<file path="config.mk">
export PLATFORM = sky130hd
export DESIGN_NAME = cobs_crc16_frame_receiver
export DESIGN_NICKNAME = d
export VERILOG_FILES = /design/src/rtl/cobsrx_pkg.sv /design/src/rtl/cobsrx_front.sv /design/src/rtl/cobsrx_queue.sv /design/src/rtl/cobsrx_back.sv /design/src/rtl/cobs_crc16_frame_receiver.sv
export SDC_FILE = /design/constraint.sdc
export NUM_CORES = 1
export LEC_CHECK = 0
export BUFFER_PORTS_ARGS = -buffer_cell sky130_fd_sc_hd__buf_4
export CORE_MARGIN = 2
export CORE_UTILIZATION = 46
export DETAILED_ROUTE_END_ITERATION = 8
export MAX_ROUTING_LAYER = met4
export PLACE_DENSITY = 0.71
export SLEW_MARGIN = 15
export SYNTH_ARGS = -nofsm -noshare
export SYNTH_HDL_FRONTEND = slang
export SYNTH_SLANG_ARGS = --single-unit
</file>
<file path="constraint.sdc">
create_clock -name clock -period 5.4 [get_ports clock]
set_input_delay 1.08 -clock clock [delete_from_list [all_inputs] [get_ports clock]]
set_output_delay 1.08 -clock clock [all_outputs]
set_load 0.05 [all_outputs]
</file>
<file path="src/rtl/cobsrx_pkg.sv">
// shared types, status codes and crc helper for the cobs frame receiver
// no dependencies
package cobsrx_pkg;

   localparam int MaxRawBytesDefault = 256;
   localparam int CmdDepthDefault    = 4;
   localparam int OutDepth           = 2;

   localparam logic [7:0]  Delimiter = 8'h00;
   localparam logic [7:0]  CodeMax   = 8'hFF;
   localparam logic [15:0] CrcInit   = 16'hFFFF;
   localparam logic [15:0] CrcPoly   = 16'hA001;

   typedef enum logic [2:0] {
      STATUS_OK    = 3'd0,
      STATUS_CRC   = 3'd1,
      STATUS_TRUNC = 3'd2,
      STATUS_LEN   = 3'd3,
      STATUS_OVF   = 3'd4
   } status_type;

   typedef enum logic [1:0] {
      RX_HUNT  = 2'b01,
      RX_FRAME = 2'b10
   } rx_state_type;

   // command from the cobs front to the checking back end
   typedef struct packed {
      logic       is_close;
      logic [7:0] data;
      status_type pre_status;
   } cmd_type;

   typedef struct packed {
      logic       item_kind;
      logic [7:0] data_byte;
      logic [7:0] byte_position;
      status_type frame_status;
      logic [7:0] frame_length;
      logic       last;
   } item_type;

   function automatic logic [15:0] crc_update(logic [15:0] crc, logic [7:0] b);
      logic [15:0] c;
      c = crc ^ {8'h00, b};
      for (int k = 0; k < 8; k++) begin
         c = c[0] ? ((c >> 1) ^ CrcPoly) : (c >> 1);
      end
      return c;
   endfunction

endpackage

</file>
<file path="src/rtl/cobsrx_front.sv">
// cobs front: byte classification, block counters, overflow and pre-status
// depends on cobsrx_pkg
module cobsrx_front #(
   parameter int MAX_RAW_BYTES = cobsrx_pkg::MaxRawBytesDefault
) (
   input  logic                clock,
   input  logic                reset,
   input  logic                in_valid,
   input  logic [7:0]          rx_byte,
   output logic                cmd_valid,
   output cobsrx_pkg::cmd_type cmd
);

   logic [7:0] block_remaining_ff, block_remaining_in;
   logic [7:0] previous_code_ff, previous_code_in;
   logic [8:0] raw_count_ff, raw_count_in;
   logic       overflow_ff, overflow_in;

   always_comb begin
      block_remaining_in = block_remaining_ff;
      previous_code_in   = previous_code_ff;
      raw_count_in       = raw_count_ff;
      overflow_in        = overflow_ff;
      cmd_valid          = 1'b0;
      cmd.is_close       = 1'b0;
      cmd.data           = rx_byte;
      cmd.pre_status     = cobsrx_pkg::STATUS_OK;
      if (in_valid) begin
         if (rx_byte == cobsrx_pkg::Delimiter) begin
            cmd_valid    = 1'b1;
            cmd.is_close = 1'b1;
            if (overflow_ff) begin
               cmd.pre_status = cobsrx_pkg::STATUS_OVF;
            end else if (raw_count_ff == 9'd0) begin
               cmd.pre_status = cobsrx_pkg::STATUS_LEN;
            end else if (block_remaining_ff != 8'd0) begin
               cmd.pre_status = cobsrx_pkg::STATUS_TRUNC;
            end
            block_remaining_in = 8'd0;
            previous_code_in   = 8'd0;
            raw_count_in       = 9'd0;
            overflow_in        = 1'b0;
         end else if (!overflow_ff) begin
            if (32'(raw_count_ff) >= MAX_RAW_BYTES) begin
               overflow_in = 1'b1;
            end else begin
               if (raw_count_ff != 9'h1FF) begin
                  raw_count_in = raw_count_ff + 9'd1;
               end
               if (block_remaining_ff == 8'd0) begin
                  // code byte: zero goes in at a block boundary
                  previous_code_in   = rx_byte;
                  block_remaining_in = rx_byte - 8'd1;
                  if (raw_count_ff != 9'd0 && previous_code_ff != cobsrx_pkg::CodeMax) begin
                     cmd_valid = 1'b1;
                     cmd.data  = 8'h00;
                  end
               end else begin
                  block_remaining_in = block_remaining_ff - 8'd1;
                  cmd_valid          = 1'b1;
               end
            end
         end
      end
   end

   always_ff @(posedge clock) begin
      if (reset) begin
         block_remaining_ff <= 8'd0;
         previous_code_ff   <= 8'd0;
         raw_count_ff       <= 9'd0;
         overflow_ff        <= 1'b0;
      end else begin
         block_remaining_ff <= block_remaining_in;
         previous_code_ff   <= previous_code_in;
         raw_count_ff       <= raw_count_in;
         overflow_ff        <= overflow_in;
      end
   end

endmodule

</file>
<file path="src/rtl/cobsrx_queue.sv">
// command queue between the cobs front and the checking back end
// depends on cobsrx_pkg
module cobsrx_queue #(
   parameter int DEPTH = cobsrx_pkg::CmdDepthDefault
) (
   input  logic                clock,
   input  logic                reset,
   input  logic                push,
   input  cobsrx_pkg::cmd_type push_cmd,
   output logic                full,
   input  logic                pop,
   output logic                empty,
   output cobsrx_pkg::cmd_type head_cmd
);

   localparam int PtrW = (DEPTH > 1) ? $clog2(DEPTH) : 1;
   localparam int CntW = $clog2(DEPTH + 1);

   cobsrx_pkg::cmd_type slot_ff [DEPTH];
   logic [PtrW-1:0] rd_ptr_ff, rd_ptr_in;
   logic [PtrW-1:0] wr_ptr_ff, wr_ptr_in;
   logic [CntW-1:0] count_ff, count_in;
   logic            do_push, do_pop;

   assign full     = (count_ff == CntW'(DEPTH));
   assign empty    = (count_ff == '0);
   assign head_cmd = slot_ff[rd_ptr_ff];
   assign do_push  = push && !full;
   assign do_pop   = pop && !empty;

   always_comb begin
      rd_ptr_in = rd_ptr_ff;
      wr_ptr_in = wr_ptr_ff;
      count_in  = count_ff;
      if (do_push) begin
         wr_ptr_in = (wr_ptr_ff == PtrW'(DEPTH - 1)) ? '0 : wr_ptr_ff + PtrW'(1);
      end
      if (do_pop) begin
         rd_ptr_in = (rd_ptr_ff == PtrW'(DEPTH - 1)) ? '0 : rd_ptr_ff + PtrW'(1);
      end
      if (do_push && !do_pop) begin
         count_in = count_ff + CntW'(1);
      end else if (do_pop && !do_push) begin
         count_in = count_ff - CntW'(1);
      end
   end

   always_ff @(posedge clock) begin
      if (reset) begin
         rd_ptr_ff <= '0;
         wr_ptr_ff <= '0;
         count_ff  <= '0;
      end else begin
         rd_ptr_ff <= rd_ptr_in;
         wr_ptr_ff <= wr_ptr_in;
         count_ff  <= count_in;
      end
   end

   always_ff @(posedge clock) begin
      if (do_push) begin
         slot_ff[wr_ptr_ff] <= push_cmd;
      end
   end

endmodule

</file>
<file path="src/rtl/cobsrx_back.sv">
// back end: frame length, crc check, status and result queue
// depends on cobsrx_pkg
module cobsrx_back (
   input  logic                clock,
   input  logic                reset,
   input  logic                cmd_valid,
   input  cobsrx_pkg::cmd_type cmd,
   output logic                cmd_pop,
   input  logic                out_pop,
   output logic                out_empty,
   output cobsrx_pkg::item_type out_item
);

   localparam int OutPtrW = (cobsrx_pkg::OutDepth > 1) ? $clog2(cobsrx_pkg::OutDepth) : 1;
   localparam int OutCntW = $clog2(cobsrx_pkg::OutDepth + 1);

   cobsrx_pkg::rx_state_type state_ff, state_in;
   logic [8:0]  decoded_count_ff, decoded_count_in;
   logic [7:0]  declared_ff, declared_in;
   logic [15:0] crc_ff, crc_in;
   logic [15:0] rx_crc_ff, rx_crc_in;

   cobsrx_pkg::item_type slot_ff [cobsrx_pkg::OutDepth];
   logic [OutPtrW-1:0] head_ff, head_in;
   logic [OutCntW-1:0] count_ff, count_in;
   logic [OutPtrW-1:0] tail;

   cobsrx_pkg::item_type new_item;
   logic                 item_push;
   logic                 room;
   logic                 do_out_pop;

   assign room       = (count_ff != OutCntW'(cobsrx_pkg::OutDepth));
   assign cmd_pop    = cmd_valid && room;
   assign out_empty  = (count_ff == '0);
   assign out_item   = slot_ff[head_ff];
   assign do_out_pop = out_pop && !out_empty;
   assign tail       = head_ff + OutPtrW'(count_ff);

   always_comb begin
      cobsrx_pkg::status_type st;
      logic [7:0] decl;
      logic [7:0] body;
      st                     = cobsrx_pkg::STATUS_OK;
      decl                   = declared_ff;
      body                   = 8'd0;
      state_in               = state_ff;
      decoded_count_in       = decoded_count_ff;
      declared_in            = declared_ff;
      crc_in                 = crc_ff;
      rx_crc_in              = rx_crc_ff;
      item_push              = 1'b0;
      new_item.item_kind     = 1'b0;
      new_item.data_byte     = cmd.data;
      new_item.byte_position = decoded_count_ff[7:0];
      new_item.frame_status  = cobsrx_pkg::STATUS_OK;
      new_item.frame_length  = 8'd0;
      new_item.last          = 1'b0;
      if (cmd_pop) begin
         if (cmd.is_close) begin
            if (state_ff == cobsrx_pkg::RX_FRAME) begin
               if (cmd.pre_status != cobsrx_pkg::STATUS_OK) begin
                  st = cmd.pre_status;
               end else if (declared_ff < 8'd2 || decoded_count_ff < {1'b0, declared_ff}) begin
                  st = cobsrx_pkg::STATUS_LEN;
               end else if (rx_crc_ff != crc_ff) begin
                  st = cobsrx_pkg::STATUS_CRC;
               end
               item_push              = 1'b1;
               new_item.item_kind     = 1'b1;
               new_item.data_byte     = 8'd0;
               new_item.byte_position = 8'd0;
               new_item.frame_status  = st;
               new_item.frame_length  = declared_ff;
               new_item.last          = 1'b1;
               state_in = (st == cobsrx_pkg::STATUS_OK) ? cobsrx_pkg::RX_FRAME
                                                        : cobsrx_pkg::RX_HUNT;
            end else begin
               state_in = cobsrx_pkg::RX_FRAME;
            end
            decoded_count_in = 9'd0;
            declared_in      = 8'd0;
            crc_in           = cobsrx_pkg::CrcInit;
            rx_crc_in        = 16'd0;
         end else if (state_ff == cobsrx_pkg::RX_FRAME) begin
            if (decoded_count_ff == 9'd0) begin
               decl = cmd.data;
            end
            declared_in = decl;
            body        = decl - 8'd2;
            if (decl >= 8'd2 && decoded_count_ff < {1'b0, decl}) begin
               if (decoded_count_ff < {1'b0, body}) begin
                  crc_in = cobsrx_pkg::crc_update(crc_ff, cmd.data);
               end else if (decoded_count_ff == {1'b0, body}) begin
                  rx_crc_in = {rx_crc_ff[15:8], cmd.data};
               end else begin
                  rx_crc_in = {cmd.data, rx_crc_ff[7:0]};
               end
            end
            item_push = 1'b1;
            if (decoded_count_ff != 9'h1FF) begin
               decoded_count_in = decoded_count_ff + 9'd1;
            end
         end
      end
   end

   always_comb begin
      head_in  = head_ff;
      count_in = count_ff;
      if (do_out_pop) begin
         head_in = head_ff + OutPtrW'(1);
      end
      if (item_push && !do_out_pop) begin
         count_in = count_ff + OutCntW'(1);
      end else if (do_out_pop && !item_push) begin
         count_in = count_ff - OutCntW'(1);
      end
   end

   always_ff @(posedge clock) begin
      if (reset) begin
         state_ff         <= cobsrx_pkg::RX_HUNT;
         decoded_count_ff <= 9'd0;
         declared_ff      <= 8'd0;
         crc_ff           <= cobsrx_pkg::CrcInit;
         rx_crc_ff        <= 16'd0;
         head_ff          <= '0;
         count_ff         <= '0;
      end else begin
         state_ff         <= state_in;
         decoded_count_ff <= decoded_count_in;
         declared_ff      <= declared_in;
         crc_ff           <= crc_in;
         rx_crc_ff        <= rx_crc_in;
         head_ff          <= head_in;
         count_ff         <= count_in;
      end
   end

   always_ff @(posedge clock) begin
      if (item_push) begin
         slot_ff[tail] <= new_item;
      end
   end

endmodule

</file>
<file path="src/rtl/cobs_crc16_frame_receiver.sv">
// cobs frame receiver with crc-16/modbus check, top level
// one byte beat per cycle sustained while req_full is low; a byte's command is registered in the command
// queue and its result in the result queue before the result is on the rsp ports
// the command queue and a two-entry result queue decouple the cobs front from the crc back end;
// req_full rises only when the command queue fills while the result side is stalled
// synchronous reset: hunting for a delimiter, queues empty, crc at 0xffff
module cobs_crc16_frame_receiver #(
   parameter int MAX_RAW_BYTES = cobsrx_pkg::MaxRawBytesDefault,
   parameter int CMD_DEPTH     = cobsrx_pkg::CmdDepthDefault
) (
   input  logic       clock,
   input  logic       reset,
   input  logic       req_push,
   input  logic [7:0] req_rx_byte,
   output logic       req_full,
   input  logic       rsp_pop,
   output logic       rsp_empty,
   output logic       rsp_item_kind,
   output logic [7:0] rsp_data_byte,
   output logic [7:0] rsp_byte_position,
   output logic [2:0] rsp_frame_status,
   output logic [7:0] rsp_frame_length,
   output logic       rsp_last
);

   logic                 accept;
   logic                 front_valid;
   cobsrx_pkg::cmd_type  front_cmd;
   logic                 q_empty;
   logic                 q_pop;
   cobsrx_pkg::cmd_type  q_cmd;
   cobsrx_pkg::item_type item;

   assign accept = req_push && !req_full;

   cobsrx_front #(
      .MAX_RAW_BYTES(MAX_RAW_BYTES)
   ) u_front (
      .clock     (clock),
      .reset     (reset),
      .in_valid  (accept),
      .rx_byte   (req_rx_byte),
      .cmd_valid (front_valid),
      .cmd       (front_cmd)
   );

   cobsrx_queue #(
      .DEPTH(CMD_DEPTH)
   ) u_queue (
      .clock    (clock),
      .reset    (reset),
      .push     (front_valid),
      .push_cmd (front_cmd),
      .full     (req_full),
      .pop      (q_pop),
      .empty    (q_empty),
      .head_cmd (q_cmd)
   );

   cobsrx_back u_back (
      .clock     (clock),
      .reset     (reset),
      .cmd_valid (!q_empty),
      .cmd       (q_cmd),
      .cmd_pop   (q_pop),
      .out_pop   (rsp_pop),
      .out_empty (rsp_empty),
      .out_item  (item)
   );

   assign rsp_item_kind     = item.item_kind;
   assign rsp_data_byte     = item.data_byte;
   assign rsp_byte_position = item.byte_position;
   assign rsp_frame_status  = item.frame_status;
   assign rsp_frame_length  = item.frame_length;
   assign rsp_last          = item.last;

endmodule

</file>
==> metrics <==
status=complete, no violations; overall power=5.45 mW; final worst slack=0.817 ns; WL/cell=16.5 um; mapped cell area=9170 um2; TritonRoute pass-1 iters=5; Mapped Cells=815; DP HPWL=12900 um; Highest Clock Rate=218 MHz; clock skew=0.0104 ns; Via Count=6275; final setup vio count=0; Setup WS pre-CTS=0.889 ns; startpoint types=flip-flop; full die area=21100 um2; number of antenna diodes=0; Layout Utilization=53.1%; critical path cell sequence=inv_1 > ha_1 > nor4b_1 > nand2_1 > mux2_2 > inv_1 > ha_1 > and3_1 > nand3_1 > xnor2_1 > ha_1 > nand3_1 > o31a_1 > nor2_1 > nand4b_1 > and3_1 > o21a_1; first-pass GRT wire length=30700 um; H-Tree Depth=4; actual slew at the worst max-slew pin=0.979 ns; CTS Buf Count=17; Max clock buf depth=2; IO Port Bufs=42; number of nets with antenna violations after routing=0; Leakage=3.73 nW; CP delay by family, top=simple AND/OR/NAND/NOR gates; post-synthesis sequential area ratio=53.7%; Crit. End Element=flip-flop; I/O pins=43; die height=145 um; Worst EP required=5.72 ns; Hold WS=0.483 ns; Initial Util=47.0%; CP max FO=16; yosys warns=0; Distinct cells, synth=61; hold depth=2; setup TNS=0 ns; total stage count of the critical path=17; period utilization=84.9%; Net Count, Synth=863; final wirelength=18700 um; Peak VDD IR=0.320 mV; Core Footprint=19500 um2; Post-synth EDFFs=104; unrepaired setup endpoints after global routing=no; synth cell count leaders=edfxtp_1, nor2_1, dfxtp_1; Worst path max stage delay=0.49 ns; non-filler cells, final=1135; total gr overflow=0; total global-route track usage=18.7%; post-synth top area cell=edfxtp_1; area delta synth->final=13.0%; Synth async-reset ratio=0%; most frequent cell after synthesis=edfxtp_1; CTS Root Cell=clkbuf_16; FF-to-FF Start=u_back.decoded_count_ff[1]; reg-to-reg slack, setup=0.82 ns; CP most frequent cell=ha_1; hold crit path type=reg -> reg; Yosys reg bits=194; layout cell share with drive strength beyond 1=14.8%; Final Hold Viols=0; Reg-to-Reg End=u_back.rx_crc_ff[7]; TritonCTS clock tree=yes; largest cells by area after synthesis=edfxtp_1, dfxtp_1, ha_1; vias per inst=5.53; row cnt=51; Avg Synthesized Cell Area=11.3 um2; Clock Latency Late Sink=0.43 ns; fin. max-slew vios=0; DP Area=9780 um2; initial antenna violation count=0; Clock transition at path regs=0.07 ns; Setup crit end=u_back.rx_crc_ff[7]; Post-route DRC=0; post-CTS setup buffers=0; buffers plus inverters on the worst setup path=2; Worst Path Class, Setup=reg -> reg; Worst Path Arrival=4.90 ns; Post-CTS Hold Buffers=0; Final Critical Period=4.58 ns; max_slew headroom=34.2%; final instance area=10400 um2; Synth top area share=34.1%; vias in the first global route=6065; chip width=145 um; Clock Sink Count=194; total placed cells including tap cells=1104; largest net degree at the start of global routing=57; gpl congestion=0.903; Slowest cell on crit path=dfxtp_1; Worst Setup SP=u_back.decoded_count_ff[1]; power density cells=526 nW/um2; nets@finish=906; Max-Cap Viols=0; cells on worst reg2reg path=17; ys flop type=edfxtp_1; Post-CTS Resized=0; detailed router's first-iteration violation count=434
tightest hold or removal path, stage by stage (launching register included):
cell,delay (ns)
dfxtp_1,0.32
nand3_1,0.06
a21oi_1,0.06
report_power, final:
group	internal [mW]	switching, mW
sequential	1.77	0.111
combinational	0.900	1.41
clock	0.739	0.518
worst min path at each step:
| stage | startpoint | end | slack (ns) |
|---|---|---|---|
| 6_report | u_back.rx_crc_ff[10] | u_back.rx_crc_ff[10] | 0.48 |
| 5_1_grt | u_back.rx_crc_ff[6] | u_back.rx_crc_ff[6] | 0.50 |
| 3_5_place_dp | u_back.rx_crc_ff[6] | u_back.rx_crc_ff[6] | 0.47 |
| 2_1_floorplan | u_queue.rd_ptr_ff[1] | flip-flop | 0.45 |
| 3_3_place_gp | u_back.rx_crc_ff[6] | u_back.rx_crc_ff[6] | 0.46 |
| 4_1_cts | u_back.rx_crc_ff[6] | u_back.rx_crc_ff[6] | 0.48 |
cells by family after synthesis:
kind of cell    after synthesis  share of synthesized area, %
mux                          65                          9.40
simple gates                282                          15.1
flops                       194                          53.7
compound gates              125                          8.36
fa+ha+maj                    36                          4.99
xor+xnor                     57                          5.93
buf+inv                      56                          2.50
layer usage:
layer  global-route usage, %  vias up  wire length [um]
met4                    6.96        0               414
met5                       -        -                 0
met3                    3.74       33               942
met1                    23.8     3012              8450
li1                        -     3040                 -
met2                    29.7      190              8920
cell usage in the layout (no fill, tap or decap), types with 8 or more instances in the layout:
cell,count
inv_1,26
mux2i_1,22
xor2_1,20
buf_4,53
nor3_1,18
o22ai_1,11
clkbuf_16,17
or3_1,8
nand2_1,50
edfxtp_1,104
xnor2_1,31
nor2_1,93
and3_1,12
mux2_2,31
a21oi_1,45
nand3_1,31
nand4_1,12
nor2b_1,26
ha_1,35
o21ai_0,22
dfxtp_1,90
a22oi_1,8
flip-flops by register name, indices dropped and copies added, names as in the netlist, 3 cells and up, named ones only:
signal,flops
u_back.declared_ff,8
u_front.previous_code_ff,8
u_back.rx_crc_ff,16
u_queue.count_ff,3
u_back.decoded_count_ff,9
u_back.slot_ff,56
u_front.raw_count_ff,9
u_back.crc_ff,16
u_queue.slot_ff,48
u_front.block_remaining_ff,8
layout make-up:
type                       count  area (um2)
sequential                   194        4920
fill                        1748        9160
clock buffer                  22         454
inverter                      27         101
timing repair buffer          53         398
multi-input combinational    565        4020
clock inverter                 9         131
tap                          265         332
No activity file was read; power rests on OpenSTA's default activity.
